[src/sv/mpd_pkg.sv]
// Shared types and constants for the MQTT publish deframer.
// Used by mpd_step and mqtt_publish_deframer_unit; no dependencies.
package mpd_pkg;

  localparam int MAX_LENGTH_BYTES_DEF = 4;
  localparam int REC_W                = 16;
  localparam int BODY_W               = 28;
  localparam int CNT_W                = 3;
  localparam int TOPIC_W              = 16;

  typedef enum logic [2:0] {
    PH_LEN_HI,
    PH_LEN_LO,
    PH_HEADER,
    PH_VARINT,
    PH_TLEN,
    PH_TOPIC,
    PH_PAYLOAD,
    PH_DISCARD
  } phase_t;

  typedef enum logic [1:0] {
    ST_OK,
    ST_VARINT_LONG,
    ST_TOPIC_OVERRUN,
    ST_RECORD_OVERRUN
  } status_t;

  typedef struct packed {
    phase_t               phase;
    logic [REC_W-1:0]     record_left;
    logic [BODY_W-1:0]    body_left;
    logic [CNT_W-1:0]     len_cnt;
    logic [TOPIC_W-1:0]   topic_left;
  } state_t;

  typedef struct packed {
    logic       valid;
    logic [7:0] data;
    logic       last;
    logic       empty;
    status_t    status;
  } result_t;

endpackage

[src/sv/mpd_step.sv]
// Per-beat parser step: next parser state and optional result for one record byte.
// Depends on mpd_pkg.
module mpd_step #(
  parameter int MAX_LENGTH_BYTES = mpd_pkg::MAX_LENGTH_BYTES_DEF
) (
  input  mpd_pkg::state_t  cur,
  input  logic [7:0]       in_byte,
  output mpd_pkg::state_t  nxt,
  output mpd_pkg::result_t res
);
  import mpd_pkg::*;

  logic [REC_W-1:0]   rec_dec;
  logic [BODY_W-1:0]  body_dec;
  logic [TOPIC_W-1:0] topic_dec;
  logic [TOPIC_W-1:0] topic_full;
  logic [REC_W-1:0]   rec_full;
  logic [BODY_W-1:0]  group;
  logic [BODY_W-1:0]  body_acc;
  logic [CNT_W-1:0]   cnt_inc;
  phase_t             fail_phase;
  phase_t             done_phase;

  always_comb begin
    rec_dec    = cur.record_left - 1'b1;
    body_dec   = cur.body_left - 1'b1;
    topic_dec  = cur.topic_left - 1'b1;
    topic_full = cur.topic_left | {8'h00, in_byte};
    rec_full   = cur.record_left | {8'h00, in_byte};
    cnt_inc    = cur.len_cnt + 1'b1;
    fail_phase = (rec_dec == '0) ? PH_LEN_HI : PH_DISCARD;
    done_phase = (rec_dec == '0) ? PH_LEN_HI : PH_HEADER;
    case (cur.len_cnt)
      3'd0:    group = {21'b0, in_byte[6:0]};
      3'd1:    group = {14'b0, in_byte[6:0], 7'b0};
      3'd2:    group = {7'b0, in_byte[6:0], 14'b0};
      3'd3:    group = {in_byte[6:0], 21'b0};
      default: group = '0;
    endcase
    body_acc = cur.body_left | group;
  end

  always_comb begin
    nxt        = cur;
    res.valid  = 1'b0;
    res.data   = 8'h00;
    res.last   = 1'b0;
    res.empty  = 1'b0;
    res.status = ST_OK;
    case (cur.phase)
      PH_LEN_HI: begin
        nxt.record_left = {in_byte, 8'h00};
        nxt.phase       = PH_LEN_LO;
      end
      PH_LEN_LO: begin
        nxt.record_left = rec_full;
        nxt.phase       = (rec_full == '0) ? PH_LEN_HI : PH_HEADER;
      end
      PH_HEADER: begin
        nxt.record_left = rec_dec;
        nxt.body_left   = '0;
        nxt.len_cnt     = '0;
        if (rec_dec == '0) begin
          nxt.phase  = PH_LEN_HI;
          res.valid  = 1'b1;
          res.status = ST_RECORD_OVERRUN;
        end else begin
          nxt.phase = PH_VARINT;
        end
      end
      PH_VARINT: begin
        nxt.record_left = rec_dec;
        nxt.body_left   = body_acc;
        nxt.len_cnt     = cnt_inc;
        if (in_byte[7]) begin
          if (cnt_inc >= CNT_W'(MAX_LENGTH_BYTES)) begin
            nxt.phase  = fail_phase;
            res.valid  = 1'b1;
            res.status = ST_VARINT_LONG;
          end else if (rec_dec == '0) begin
            nxt.phase  = fail_phase;
            res.valid  = 1'b1;
            res.status = ST_RECORD_OVERRUN;
          end
        end else if (body_acc > BODY_W'(rec_dec)) begin
          nxt.phase  = fail_phase;
          res.valid  = 1'b1;
          res.status = ST_RECORD_OVERRUN;
        end else if (body_acc < BODY_W'(2)) begin
          nxt.phase  = fail_phase;
          res.valid  = 1'b1;
          res.status = ST_TOPIC_OVERRUN;
        end else begin
          nxt.len_cnt    = '0;
          nxt.topic_left = '0;
          nxt.phase      = PH_TLEN;
        end
      end
      PH_TLEN: begin
        nxt.record_left = rec_dec;
        nxt.body_left   = body_dec;
        if (cur.len_cnt == '0) begin
          nxt.topic_left = {in_byte, 8'h00};
          nxt.len_cnt    = CNT_W'(1);
        end else begin
          nxt.topic_left = topic_full;
          if (BODY_W'(topic_full) > body_dec) begin
            nxt.phase  = fail_phase;
            res.valid  = 1'b1;
            res.status = ST_TOPIC_OVERRUN;
          end else if (topic_full != '0) begin
            nxt.phase = PH_TOPIC;
          end else if (body_dec == '0) begin
            nxt.phase = done_phase;
            res.valid = 1'b1;
            res.last  = 1'b1;
            res.empty = 1'b1;
          end else begin
            nxt.phase = PH_PAYLOAD;
          end
        end
      end
      PH_TOPIC: begin
        nxt.record_left = rec_dec;
        nxt.body_left   = body_dec;
        nxt.topic_left  = topic_dec;
        if (topic_dec == '0) begin
          if (body_dec == '0) begin
            nxt.phase = done_phase;
            res.valid = 1'b1;
            res.last  = 1'b1;
            res.empty = 1'b1;
          end else begin
            nxt.phase = PH_PAYLOAD;
          end
        end
      end
      PH_PAYLOAD: begin
        nxt.record_left = rec_dec;
        nxt.body_left   = body_dec;
        res.valid       = 1'b1;
        res.data        = in_byte;
        if (body_dec == '0) begin
          res.last  = 1'b1;
          nxt.phase = done_phase;
        end
      end
      default: begin
        nxt.record_left = rec_dec;
        if (rec_dec == '0) begin
          nxt.phase = PH_LEN_HI;
        end
      end
    endcase
  end

endmodule

[src/sv/mqtt_publish_deframer_unit.sv]
// MQTT QoS0 PUBLISH deframer: takes one record byte per beat and returns payload beats.
// The block accepts one byte per clock cycle when the result side keeps up; each byte
// passes through an input register and then a result register. The pace is set only
// by the result register: a held result stalls the input once the input register is
// also full. Malformed records give one error beat and the rest of the record is
// dropped. Depends on mpd_pkg and mpd_step.
module mqtt_publish_deframer_unit #(
  parameter int MAX_LENGTH_BYTES = mpd_pkg::MAX_LENGTH_BYTES_DEF
) (
  input  logic       clk,
  input  logic       rst_n,
  input  logic       in_valid,
  output logic       in_ready,
  input  logic [7:0] in_rx_byte,
  output logic       out_valid,
  input  logic       out_ready,
  output logic [7:0] out_payload_byte,
  output logic       out_last_of_message,
  output logic       out_empty_message,
  output logic [1:0] out_status
);
  import mpd_pkg::*;

  state_t     state_r, state_nxt, step_state;
  logic       in_v_r, in_v_nxt;
  logic [7:0] in_byte_r;
  result_t    out_r, out_nxt, step_res;
  logic       advance;

  mpd_step #(
    .MAX_LENGTH_BYTES(MAX_LENGTH_BYTES)
  ) u_step (
    .cur     (state_r),
    .in_byte (in_byte_r),
    .nxt     (step_state),
    .res     (step_res)
  );

  always_comb begin
    advance   = in_v_r && (!out_r.valid || out_ready);
    in_ready  = !in_v_r || advance;
    state_nxt = advance ? step_state : state_r;
    if (in_valid && in_ready) begin
      in_v_nxt = 1'b1;
    end else if (advance) begin
      in_v_nxt = 1'b0;
    end else begin
      in_v_nxt = in_v_r;
    end
    out_nxt = out_r;
    if (advance) begin
      out_nxt = step_res;
    end else if (out_ready) begin
      out_nxt.valid = 1'b0;
    end
  end

  always_ff @(posedge clk) begin
    if (!rst_n) begin
      state_r.phase       <= PH_LEN_HI;
      state_r.record_left <= '0;
      state_r.body_left   <= '0;
      state_r.len_cnt     <= '0;
      state_r.topic_left  <= '0;
      in_v_r              <= 1'b0;
      out_r.valid         <= 1'b0;
    end else begin
      state_r     <= state_nxt;
      in_v_r      <= in_v_nxt;
      out_r.valid <= out_nxt.valid;
    end
    if (in_valid && in_ready) begin
      in_byte_r <= in_rx_byte;
    end
    out_r.data   <= out_nxt.data;
    out_r.last   <= out_nxt.last;
    out_r.empty  <= out_nxt.empty;
    out_r.status <= out_nxt.status;
  end

  assign out_valid           = out_r.valid;
  assign out_payload_byte    = out_r.data;
  assign out_last_of_message = out_r.last;
  assign out_empty_message   = out_r.empty;
  assign out_status          = out_r.status;

  a_err_unmarked: assert property (@(posedge clk) disable iff (!rst_n)
    out_r.valid && out_r.status != ST_OK |-> !out_r.last && !out_r.empty && out_r.data == 8'h00)
    else $error("error beat carries message marks");

  a_empty_is_last: assert property (@(posedge clk) disable iff (!rst_n)
    out_r.valid && out_r.empty |-> out_r.last && out_r.data == 8'h00)
    else $error("empty marker not flagged last");

  a_discard_nonzero: assert property (@(posedge clk) disable iff (!rst_n)
    state_r.phase == PH_DISCARD |-> state_r.record_left != '0)
    else $error("discard with nothing left in record");

  a_topic_nonzero: assert property (@(posedge clk) disable iff (!rst_n)
    state_r.phase == PH_TOPIC |-> state_r.topic_left != '0)
    else $error("topic skip with zero topic bytes");

  a_stall_holds: assert property (@(posedge clk) disable iff (!rst_n)
    out_r.valid && !out_ready && in_v_r |=> $stable(state_r))
    else $error("parser state moved while result stalled");

endmodule
[config.mk]
export PLATFORM = sky130hd
export DESIGN_NAME = mqtt_publish_deframer_unit
export DESIGN_NICKNAME = d
export VERILOG_FILES = /design/src/sv/mpd_pkg.sv /design/src/sv/mpd_step.sv /design/src/sv/mqtt_publish_deframer_unit.sv
export SDC_FILE = /design/constraint.sdc
export NUM_CORES = 1
export LEC_CHECK = 0
export ABC_CLOCK_PERIOD_IN_PS = 12500
export BUFFER_PORTS_ARGS = -buffer_cell sky130_fd_sc_hd__buf_2
export CORE_UTILIZATION = 35
export DETAILED_ROUTE_END_ITERATION = 6
export SLEW_MARGIN = 30
export SYNTH_ARGS = -nofsm -noshare
export SYNTH_HDL_FRONTEND = slang
export SYNTH_SLANG_ARGS = --single-unit
[constraint.sdc]
create_clock -name clk -period 12.5 [get_ports clk]
set_clock_uncertainty 0.1 [all_clocks]
set_input_delay 1.875 -clock clk [delete_from_list [all_inputs] [get_ports clk]]
set_output_delay 1.875 -clock clk [all_outputs]
set_load 0.01 [all_outputs]
=== After elaboration in Yosys (flattened, before gate mapping) ===
Index checks and enable logic that the tools add are counted.

* Add/subtract/negate cells: 4
* $mul: 0
* Div/mod/pow operators: 0
* $lt $le $gt $ge: 4
* Equality and inequality tests: 17
* Shift operators: 0
* Multiplexer cells: 55
* Bitwise operators: 3
* Reductions and logical operators: 24

{| class="wikitable"
|+ Operators with widths
! operator !! number
|-
| case mux 19 bit (7 select lines) || 1
|-
| case mux 28 bit (4 select lines) || 1
|-
| case mux 28 bit (3 select lines) || 1
|-
| two-way mux 19 bit || 3
|-
| logical NOT 16 bit || 3
|-
| case mux 16 bit (3 select lines) || 1
|-
| two-way mux 3 bit || 14
|-
| OR 16 x 8 -> 16 bit || 2
|-
| subtractor 16 x 1 -> 16 bit (second input constant) || 2
|-
| > comparator 16 x 28 -> 1 bit || 1
|-
| > comparator 28 x 16 -> 1 bit || 1
|-
| logical NOT 28 bit || 1
|-
| less-than comparator 28 x 2 -> 1 bit (second input constant) || 1
|-
| OR 28 bit || 1
|-
| subtractor 28 x 1 -> 28 bit (second input constant) || 1
|-
| two-way mux 2 bit || 13
|-
| two-way mux 16 bit || 1
|-
| nonzero test 16 bit || 1
|-
| two-way mux 1 bit || 14
|-
| equality test 3 x 2 -> 1 bit (second input constant) || 4
|-
| equality test 3 bit (second input constant) || 3
|-
| case mux 3 bit (3 select lines) || 1
|-
| nonzero test 3 bit || 3
|-
| inequality test 2 bit (second input constant) || 4
|-
| 21 further kinds || 29
|}

* Flip-flop bits (word level): 88
* Bits in latches: 0
* Bits in writable memories: 0
* Bits in read-only memories: 0
* Logic and storage cells: 119
* Memories: 0

=== Longest topological paths before layout ===
Gate-level depths: netlist of run 1.

* Word-level depth: 9
* Depth in mapped cells: 17
* Depth with buffers taken out: 16

=== Cells and area by module ===
Synthesis of run 1 repeated with hierarchy kept, for this count alone.

* Cells, all modules: 1182
* Area, all modules: 8695.8 um2

{| class="wikitable"
|+ By module, submodules not included
! module !! instances !! cells an instance !! area each (um2) !! sequential area each (um2)
|-
| mpd_step || 1 || 865 || 5351.4 || 0.0
|-
| mqtt_publish_deframer_unit || 1 || 317 || 3344.5 || 1961.9
|}

=== Worst setup path before layout of run 1 ===
OpenSTA, ideal clock, no wires.

* Path kind: input to output
* Start point: in out_ready
* End point: out in_ready
* Arrival time: 2.148 ns
* Path slack: 8.377 ns
* Stages on the path: 2
* Path through: nor2b_1 nand2_1

* Longest elaborated chain between the ends: 3

{| class="wikitable"
|+ RTL lines
! item !! RTL line !! RTL
|-
| from (decl) || mqtt_publish_deframer_unit.sv:16 || <nowiki>input logic out_ready,</nowiki>
|-
| logical OR 1 bit || mqtt_publish_deframer_unit.sv:40 || <nowiki>advance = in_v_r && (!out_r.valid || out_ready);</nowiki>
|-
| logical AND 1 bit || mqtt_publish_deframer_unit.sv:40 ||
|-
| logical OR 1 bit || mqtt_publish_deframer_unit.sv:41 || <nowiki>in_ready = !in_v_r || advance;</nowiki>
|-
| to (decl) || mqtt_publish_deframer_unit.sv:13 || <nowiki>output logic in_ready,</nowiki>
|}

No other way between the ends.

=== Worst setup path in the final report of run 1 ===
* Start point: reg state_r[47] (netlist bit)
* End point: reg state_r[9] (netlist bit)

* Longest elaborated chain between the ends: 4

{| class="wikitable"
|+ RTL lines
! item !! RTL line !! RTL
|-
| from (decl) || mqtt_publish_deframer_unit.sv:24 || <nowiki>state_t state_r, state_nxt, step_state;</nowiki>
|-
| from (signal assigned) || mqtt_publish_deframer_unit.sv:68 || <nowiki>state_r <= state_nxt;</nowiki>
|-
| subtractor 16 x 1 -> 16 bit || mpd_step.sv:25 || <nowiki>rec_dec = cur.record_left - 1'b1;</nowiki>
|-
| > comparator 28 x 16 -> 1 bit || mpd_step.sv:85 || <nowiki>end else if (body_acc > BODY_W'(rec_dec)) begin</nowiki>
|-
| inequality test 2 bit (no source line) || -- ||
|-
| AND reduction 5 bit (no source line) || -- ||
|}

No other way between the ends.
A chain may end at the register's enable or synchronous reset.

==> results by group, run 1 <==
Die
  • Starting Density: 35.9%
  • IO Count: 26
  • Die Wd: 141 um
  • FP Rows: 50
  • Die area: 0.0199 mm^2
  • Core area: 0.0188 mm^2
  • Die Ht: 141 um

STA
  • Achievable Freq: ~0.21 GHz
  • Fin Setup TNS: 0 ps
  • Max-slew headroom: 36.6%
  • RSZ-0062 raised after global routing: false
  • Final Slew Violations: 0
  • Final Hold Viols: 0
  • Slew of the pin with the lowest slew margin: 943 ps
  • Endpoints failing setup: 0
  • Post-route minimum period: 4690 ps
  • Period utilization: 37.5%

Power
  • Switch share: 32.6%
  • Clk pwr share: a little over a third
  • Psw: 0.252 mW
  • Maximum vdd drop: 0.0794 mV
  • P_int: 0.521 mW
  • Static Leak: 3.02 nW
  • Reg power frac: ~41%
  • Combinational power share: 23.1%
  • Power Dens Cells: 105 mW/mm^2

Global route
  • Largest net degree at the start of global routing: 77
  • Initial antenna violation count: 0
  • First-pass GRT wire length: 34.2 mm
  • GR Util All Layers: around 22%
  • Global route total overflow: 0
  • Vias in the first global route: approximately 6000

Clock network
  • Clock Path Buffers: 2
  • Clk slew on worst S/H paths: roughly 70 ps
  • # clock sinks: 88
  • H-tree depth: 3
  • Clock buffer count from CTS: 9
  • CTS tree: yes
  • Cts hold-fix bufs: 0
  • Post-CTS Resized: 0
  • Clk_lat worst skew: between 300 and 400 ps
  • Clock Tree Root: clkbuf_16
  • Post-CTS setup buffers: 0

Placed design
  • I/O Buffers: 25
  • Final GP Congestion: 0.910
  • DPL Wire Length: around 15 mm

Layout
  • Syn-to-layout area delta: 8.95%
  • Layout Utilization: 39.1%
  • Layout cell share with drive strength beyond 1: under 10%
  • Antenna diodes: 0
  • Final #Nets: 906

Synthesis
  • Seq cells post-synth: 88
  • Synth Warn #: 0
  • Number of synthesized flops with an enable pin: 20
  • Synth unique cells: 76
  • Asr flop ratio synth: 0%
  • Ys flop type: dfxtp_1
  • Syn Inst Count: 865
  • Seq/Total Area, Yosys: 29.0%
  • Post-synth design cell area: 0.00675 mm^2
  • Synth Net Count: 918
  • Share of the synthesized area in the top cell type: 20.2%
  • Mapped Avg Cell Area: 7.81 um^2
  • Area contributors post-synth: dfxtp_1 20%, edfxtp_1 8.9%, ha_1 7.6%
  • Top cell type by total area after synthesis: dfxtp_1

Detailed routing
  • Via count: 6559
  • DRC: 0
  • Number of routed nets with antenna violations: 0
  • Drt first pass iters: 5
  • 1st-iter DRT viols: 669
  • Detail-routed net length per standard cell: between 15 and 20 um
  • Final wirelength: about 21 mm
  • Vias per std cell: 5.87

Critical path
  • R2r worst-path depth: 15
  • CP Launch Type: flip-flop
  • CP Capture Type: flip-flop
  • Crit Path Category: flip-flop to flip-flop
  • Worst r2r dst: state_r[9]
  • Reg2reg start: state_r[47]
  • CP arrival: 4830 ps
  • R2R setup slack: 7810 ps
  • Crit path max fanout: 18
  • CP Data Required Time: 12650 ps

Min path
  • Min-Delay Path Class: flip-flop to flip-flop
  • Worst hold endpoint: state_r[17]
  • Worst hold start: state_r[17]
  • Hold path depth: 2

Status
  • Status: finished, final reports clean

Job
  • MaxCap Viol Count: 0
==> kinds of logic (layout without fill, tap and decap cells) <==
family,Yosys count,count (layout),synth area share (%)
fa+ha+maj,41,41,7.60
buf+inv,88,81,5.19
compound gates,246,246,25.1
flops,88,88,29.0
mux,3,3,0.463
simple gates,360,360,27.4
xor+xnor,39,39,5.26
==> worst max path at each step <==
stage	cells after the start	slack [ps]	from	endpoint
2_1_floorplan	2	8380	out_ready	in_ready
3_3_place_gp	15	7930	state_r[47]	state_r[4]
3_5_place_dp	15	7800	state_r[47]	state_r[4]
4_1_cts	15	7770	state_r[47]	state_r[4]
5_1_grt	15	7500	state_r[47]	state_r[9]
6_report	15	7810	state_r[47]	state_r[9]
==> metal layers <==
layer | track usage (%) | vias up | part of all wire, % | wire length (um)
met2 | 33.4 | 293 | 43 | 9230
met1 | 31.2 | 3044 | 45 | 9740
met5 | 0 | - | 0 | 0
li1 | - | 3170 | - | -
met3 | 4.31 | 52 | 8.2 | 1750
met4 | 9.04 | 0 | 3.2 | 681
==> sequential cells by signal (all words and copies together) (netlist names) <==
register,count
out_empty_message,1
out_last_of_message,1
in_v_r,1
in_byte_r,8
out_status,2
state_r,66
out_payload_byte,8
out_valid,1
==> through the flow <==
stage               hold WS, ps  setup WS [ps]  cells  cell area (um^2)  total power [mW]
CTS                         407           7770   1118              7350             0.774
floorplan                   364           8380    865              6750             0.449
global route                429           7500   1118              7360             0.811
detailed placement          398           7800   1102              7060             0.499
finish                      408           7810   1118              7360             0.773
global placement            383           7930   1102              7050             0.500
==> cells in the mapped netlist (5+ instances only) <==
library cell,number
nand3_1,28
nor3_1,35
or2_2,9
inv_1,30
or4_1,6
nand2_1,96
buf_2,7
edfxtp_1,20
nor2b_1,27
and3_1,5
and2_1,23
xnor2_1,17
clkbuf_1,45
a21o_1,10
dfxtp_1,68
a21boi_0,5
nor2_1,61
o22ai_1,10
a22oi_1,24
o211ai_1,6
o21a_1,5
a21oi_1,56
a31oi_1,9
xor2_1,21
o211a_1,11
nor4_1,20
o221a_2,12
nand4_1,18
o21ai_0,56
o31ai_1,5
ha_1,41
==> area by class of cell <==
| type | instances | area (um^2) |
|---|---|---|
| Clock buffer | 10 | 229 |
| Clock inverter | 6 | 60.1 |
| Fill cell | 1915 | 11500 |
| Inverter | 30 | 113 |
| Multi-Input combinational cell | 689 | 4470 |
| Sequential cell | 88 | 1960 |
| Tap cell | 260 | 325 |
| Timing Repair Buffer | 35 | 200 |
==> worst max-delay path, cell delays in order, from the launching register on <==
cell,delay [ps]
dfxtp_1,360
inv_1,120
ha_1,370
or4b_1,560
nor2_1,240
xnor2_1,140
ha_1,320
nand4_1,90
or2_2,290
nor4_1,320
o211ai_1,150
mux2i_1,250
o211ai_2,160
a211oi_4,730
a21boi_0,260
o21ai_1,90
==> placed cells by master (no fill, tap or decap), types with 6 or more instances in the layout <==
cell type,n
a22oi_1,24
edfxtp_1,20
ha_1,41
xnor2_1,17
nand4_1,18
o21ai_0,56
a21oi_1,55
inv_1,30
clkbuf_16,9
nand3_1,27
nand2_1,95
o221a_2,12
nor2b_1,27
or2_2,9
buf_2,25
dfxtp_1,68
a21o_1,10
xor2_1,21
nor3_1,33
a31oi_1,9
and2_1,23
or4_1,6
buf_4,10
nor2_1,61
o211a_1,11
nor4_1,19
o22ai_1,10
o211ai_1,6
==> power by group through the flow <==
stage | Clock, mW | Combinational [mW] | Sequential, mW
finish | 0.276 | 0.179 | 0.319
global route | 0.293 | 0.198 | 0.320
CTS | 0.280 | 0.176 | 0.318
detailed placement | 0 | 0.175 | 0.325
global placement | 0 | 0.175 | 0.325
floorplan | 0 | 0.138 | 0.311
No activity file was read; power rests on OpenSTA's default activity.
==> run 2: changes to the inputs <==
--- a/config.mk
+++ b/config.mk
@@ -5,7 +5,8 @@
 export SDC_FILE = /design/constraint.sdc
 export NUM_CORES = 1
 export LEC_CHECK = 0
-export ABC_CLOCK_PERIOD_IN_PS = 12500
+export ABC_AREA = 1
+export ABC_CLOCK_PERIOD_IN_PS = 4000
 export BUFFER_PORTS_ARGS = -buffer_cell sky130_fd_sc_hd__buf_2
 export CORE_UTILIZATION = 35
 export DETAILED_ROUTE_END_ITERATION = 6
==> constraint.sdc (replaced) <==
create_clock -name clk -period 4 [get_ports clk]
set_clock_uncertainty 0.1 [all_clocks]
set_input_delay 0.6 -clock clk [delete_from_list [all_inputs] [get_ports clk]]
set_output_delay 0.6 -clock clk [all_outputs]
set_load 0.01 [all_outputs]
==> run 2 against run 1 <==
Sequential cell count unchanged. Synthesized cell count increased by 38%. Via count increased by 23%. Die area increased by 9.4%. Area after synthesis increased by 9.5%. Largest cell class unchanged. Worst setup slack got worse by 7200 ps. Highest routed layer unchanged. Non-clock buffer count unchanged. First-iteration DRC count increased by 49%. Critical path depth increased by 3. Global-route usage increased by 2.3 points. Register-to-register slack got worse by 7200 ps. Combinational power increased by 120%.
==> results by group, run 2 <==
Clock network
  • Clock buffer count from CTS: 9 (unchanged)
  • Cts hold-fix bufs: 0 (unchanged)
  • Clk_lat worst skew: 360 ps (about the same)
  • CTS tree: yes
  • Post-CTS Resized: 0 (unchanged)
  • Post-CTS setup buffers: 0 (unchanged)
  • Clock Path Buffers: 2 (unchanged)
  • H-tree depth: 3 (unchanged)
  • # clock sinks: 88 (unchanged)
  • Clk slew on worst S/H paths: 80 ps (about the same)
  • Clock Tree Root: clkbuf_16

STA
  • Max-slew headroom: 38.3% (+1.7 points)
  • Fin Setup TNS: 0 ps (unchanged)
  • Post-route minimum period: 3370 ps (-1320 ps)
  • Hold Slack: 310 ps (-98.4 ps)
  • RSZ-0062 raised after global routing: false
  • Final Slew Violations: 0 (unchanged)
  • Final Hold Viols: 0 (unchanged)
  • Achievable Freq: 0.297 GHz (+39%)
  • Endpoints failing setup: 0 (unchanged)
  • Period utilization: 84.1% (+47 points)
  • Slew of the pin with the lowest slew margin: 923 ps (-19.8 ps)

Critical path
  • Worst r2r dst: state_r[63]
  • CP Capture Type: flip-flop
  • Reg2reg start: state_r[19]
  • CP Launch Type: flip-flop
  • CP Data Required Time: 4190 ps (-8460 ps)
  • CP peak stage delay: 350 ps (-380 ps)
  • R2R setup slack: 630 ps (-7180 ps)
  • R2r worst-path depth: 18 (+3)
  • Crit path max-delay cell type: ha_1
  • CP arrival: 3560 ps (-1270 ps)
  • Crit-path cells: inv_1, ha_1, nand2_2, nor2_2, nand2_1, nand2_1, nand2_1, ha_1, nand4_1, nor4b_1, a21oi_1, nand3_1, nor2_1, nor2_1, nand2_1, nand3_1, nand2_1, a21oi_2
  • Most used cell, CP: nand2_1
  • Crit path max fanout: 6 (-12)
  • Crit Path Category: flip-flop to flip-flop

Min path
  • Worst hold start: in_rx_byte[5]
  • Worst hold endpoint: in_byte_r[5]
  • Min-Delay Path Class: input pin to flip-flop
  • Hold path depth: 1 (-1)

Placed design
  • DPL Wire Length: 20.4 mm (+36%)
  • Placement Cell Area: 0.00785 mm^2 (+11%)
  • I/O Buffers: 25 (unchanged)
  • Final GP Congestion: 0.992 (+9.0%)

Synthesis
  • Synth Warn #: 0 (unchanged)
  • Top cell type by total area after synthesis: nand2_1
  • Share of the synthesized area in the top cell type: 18.7% (-1.5 points)
  • Area contributors post-synth: nand2_1 19%, dfxtp_1 18%, nor2_1 8.4%
  • Synth unique cells: 48 (-37%)
  • Mapped Avg Cell Area: 6.20 um^2 (-21%)
  • Leading cell type by number of instances after synthesis: nand2_1
  • Seq/Total Area, Yosys: 26.5% (-2.5 points)
  • Number of synthesized flops with an enable pin: 20 (unchanged)
  • Post-synth design cell area: 0.00740 mm^2 (+9.5%)
  • Ys flop type: dfxtp_1
  • Syn Inst Count: 1192 (+38%)
  • Commonest cells in the netlist: 368 x nand2_1, 166 x nor2_1, 129 x inv_1
  • Seq cells post-synth: 88 (unchanged)
  • Synth Net Count: 1245 (+36%)
  • Asr flop ratio synth: 0% (unchanged)

Power
  • Combinational power share: 17.9% (-5.2 points)
  • Reg power frac: 43.1% (+1.8 points)
  • Psw: 0.754 mW (+200%)
  • Clk pwr share: 39.0% (+3.4 points)
  • Power Dens Cells: 276 mW/mm^2 (+160%)
  • P_int: 1.49 mW (+190%)
  • Static Leak: 3.95 nW (+31%)
  • Maximum vdd drop: 0.205 mV (+160%)
  • Switch share: 33.6% (+0.99 points)

Layout
  • Largest Register: state_r
  • Layout cell share with drive strength beyond 1: 10.2% (+0.44 points)
  • Final instance area: 0.00815 mm^2 (+11%)
  • Register area: 0.00196 mm^2 (unchanged)
  • Syn-to-layout area delta: 10.2%
  • Commonest cells after routing, fill and taps aside: 368 x nand2_1, 165 x nor2_1, 129 x inv_1
  • Antenna diodes: 0 (unchanged)
  • Final #Nets: 1270 (+40%)
  • Multi-input logic area: 0.00482 mm^2 (+7.8%)
  • Max reg flops: 66 (unchanged)
  • Fill cells: 2245 (+17%)
  • Commonest non-fill, non-tap cell in the layout: nand2_1

Status
  • Status: finished, final reports clean

Die
  • Die Wd: 147 um (+4.6%)
  • FP Rows: 52 (+4.0%)
  • Die Ht: 147 um (+4.6%)
  • Starting Density: 36.1% (+0.22 points)
  • Die area: 0.0217 mm^2 (+9.4%)
  • IO Count: 26 (unchanged)
  • Core area: 0.0205 mm^2 (+8.8%)

Detailed routing
  • Number of routed nets with antenna violations: 0 (unchanged)
  • Detail-routed net length per standard cell: 17.6 um (-8.2%)
  • Final wirelength: 26.2 mm (+22%)
  • Via count: 8045 (+23%)
  • DRC: 0 (unchanged)
  • Vias per std cell: 5.39 (-8.1%)
  • Drt first pass iters: 6 (+1)
  • 1st-iter DRT viols: 996 (+49%)

Global route
  • Initial antenna violation count: 0 (unchanged)
  • Vias in the first global route: 7295 (+19%)
  • Global route total overflow: 0 (unchanged)
  • First-pass GRT wire length: 40.7 mm (+19%)
  • Largest net degree at the start of global routing: 47 (-39%)
  • GR Util All Layers: 24.6% (+2.3 points)

Job
  • MaxCap Viol Count: 0 (unchanged)
[run 2: cell count changes after synthesis, sizes merged, moves of 23 or more]
cell / previous run / this run
nand2: 96 / 381
nor2: 61 / 190
inv: 30 / 141
nand3: 28 / 71
clkbuf: 45 / 15
nor2b: 27 / 0
nor3: 35 / 10
a22oi: 24 / 1
[run 2: power by group through the flow]
| stage | registers (mW) | clock network, mW | logic [mW] |
|---|---|---|---|
| final | 0.968 | 0.875 | 0.402 |
| after floorplan | 0.973 | 0 | 0.274 |
| after global placement | 0.988 | 0 | 0.390 |
| after CTS | 0.967 | 0.893 | 0.391 |
| after detailed placement | 0.988 | 0 | 0.389 |
| after global routing | 0.971 | 0.922 | 0.445 |
[run 2: area by class of cell]
| class | instances | share of cell area, % |
|---|---|---|
| multi-input combinational | 940 | 59.1 |
| sequential | 88 | 24.1 |
| inverter | 143 | 6.59 |
| tap | 270 | 4.15 |
| clock inverter | 7 | 0.875 |
| timing repair buffer | 35 | 2.46 |
| clock buffer | 9 | 2.76 |
[run 2: per-layer routing]
layer  global-route usage, %  part of all wire, %
met5                       0                    0
met4                    10.2                  3.2
met3                    3.57                  8.2
met2                    38.0                   44
met1                    34.2                   45
[run 2: critical path: cells and delay by family (launching register included)]
family / cells / cell delay (ps)
and+or+nand+nor: 13 / 1760
DFF: 1 / 340
buffers and inverters: 1 / 180
adders and majority gates: 2 / 700
AOI/OAI and AO/OA: 2 / 190
[run 2: worst max path at each step]
stage	startpoint	endpoint	cells past startpoint
4_1_cts	state_r[19]	state_r[63]	18
5_1_grt	state_r[19]	state_r[64]	18
3_3_place_gp	state_r[19]	state_r[63]	18
6_report	state_r[19]	state_r[63]	18
2_1_floorplan	state_r[47]	state_r[10]	18
3_5_place_dp	state_r[19]	state_r[63]	18
[run 2: logic make-up after synthesis]
group,count (synthesis),synth area share (%)
AND/OR/NAND/NOR,704,42.2
AO/OA/AOI/OAI,171,12.7
buffers and inverters,164,8.46
flip-flops,88,26.5
adder cells (fa/ha/maj),41,6.94
XOR/XNOR,24,3.15
[run 2: metrics by stage]
stage | util, % | worst slack [ps] | total power [mW] | std cells
detailed placement | 38.3 | 696 | 1.38 | 1476
global route | 39.8 | 272 | 2.34 | 1492
CTS | 39.7 | 671 | 2.25 | 1492
finish | 39.8 | 634 | 2.25 | 1492
global placement | 38.3 | 758 | 1.38 | 1476
floorplan | - | 1210 | 1.25 | 1192
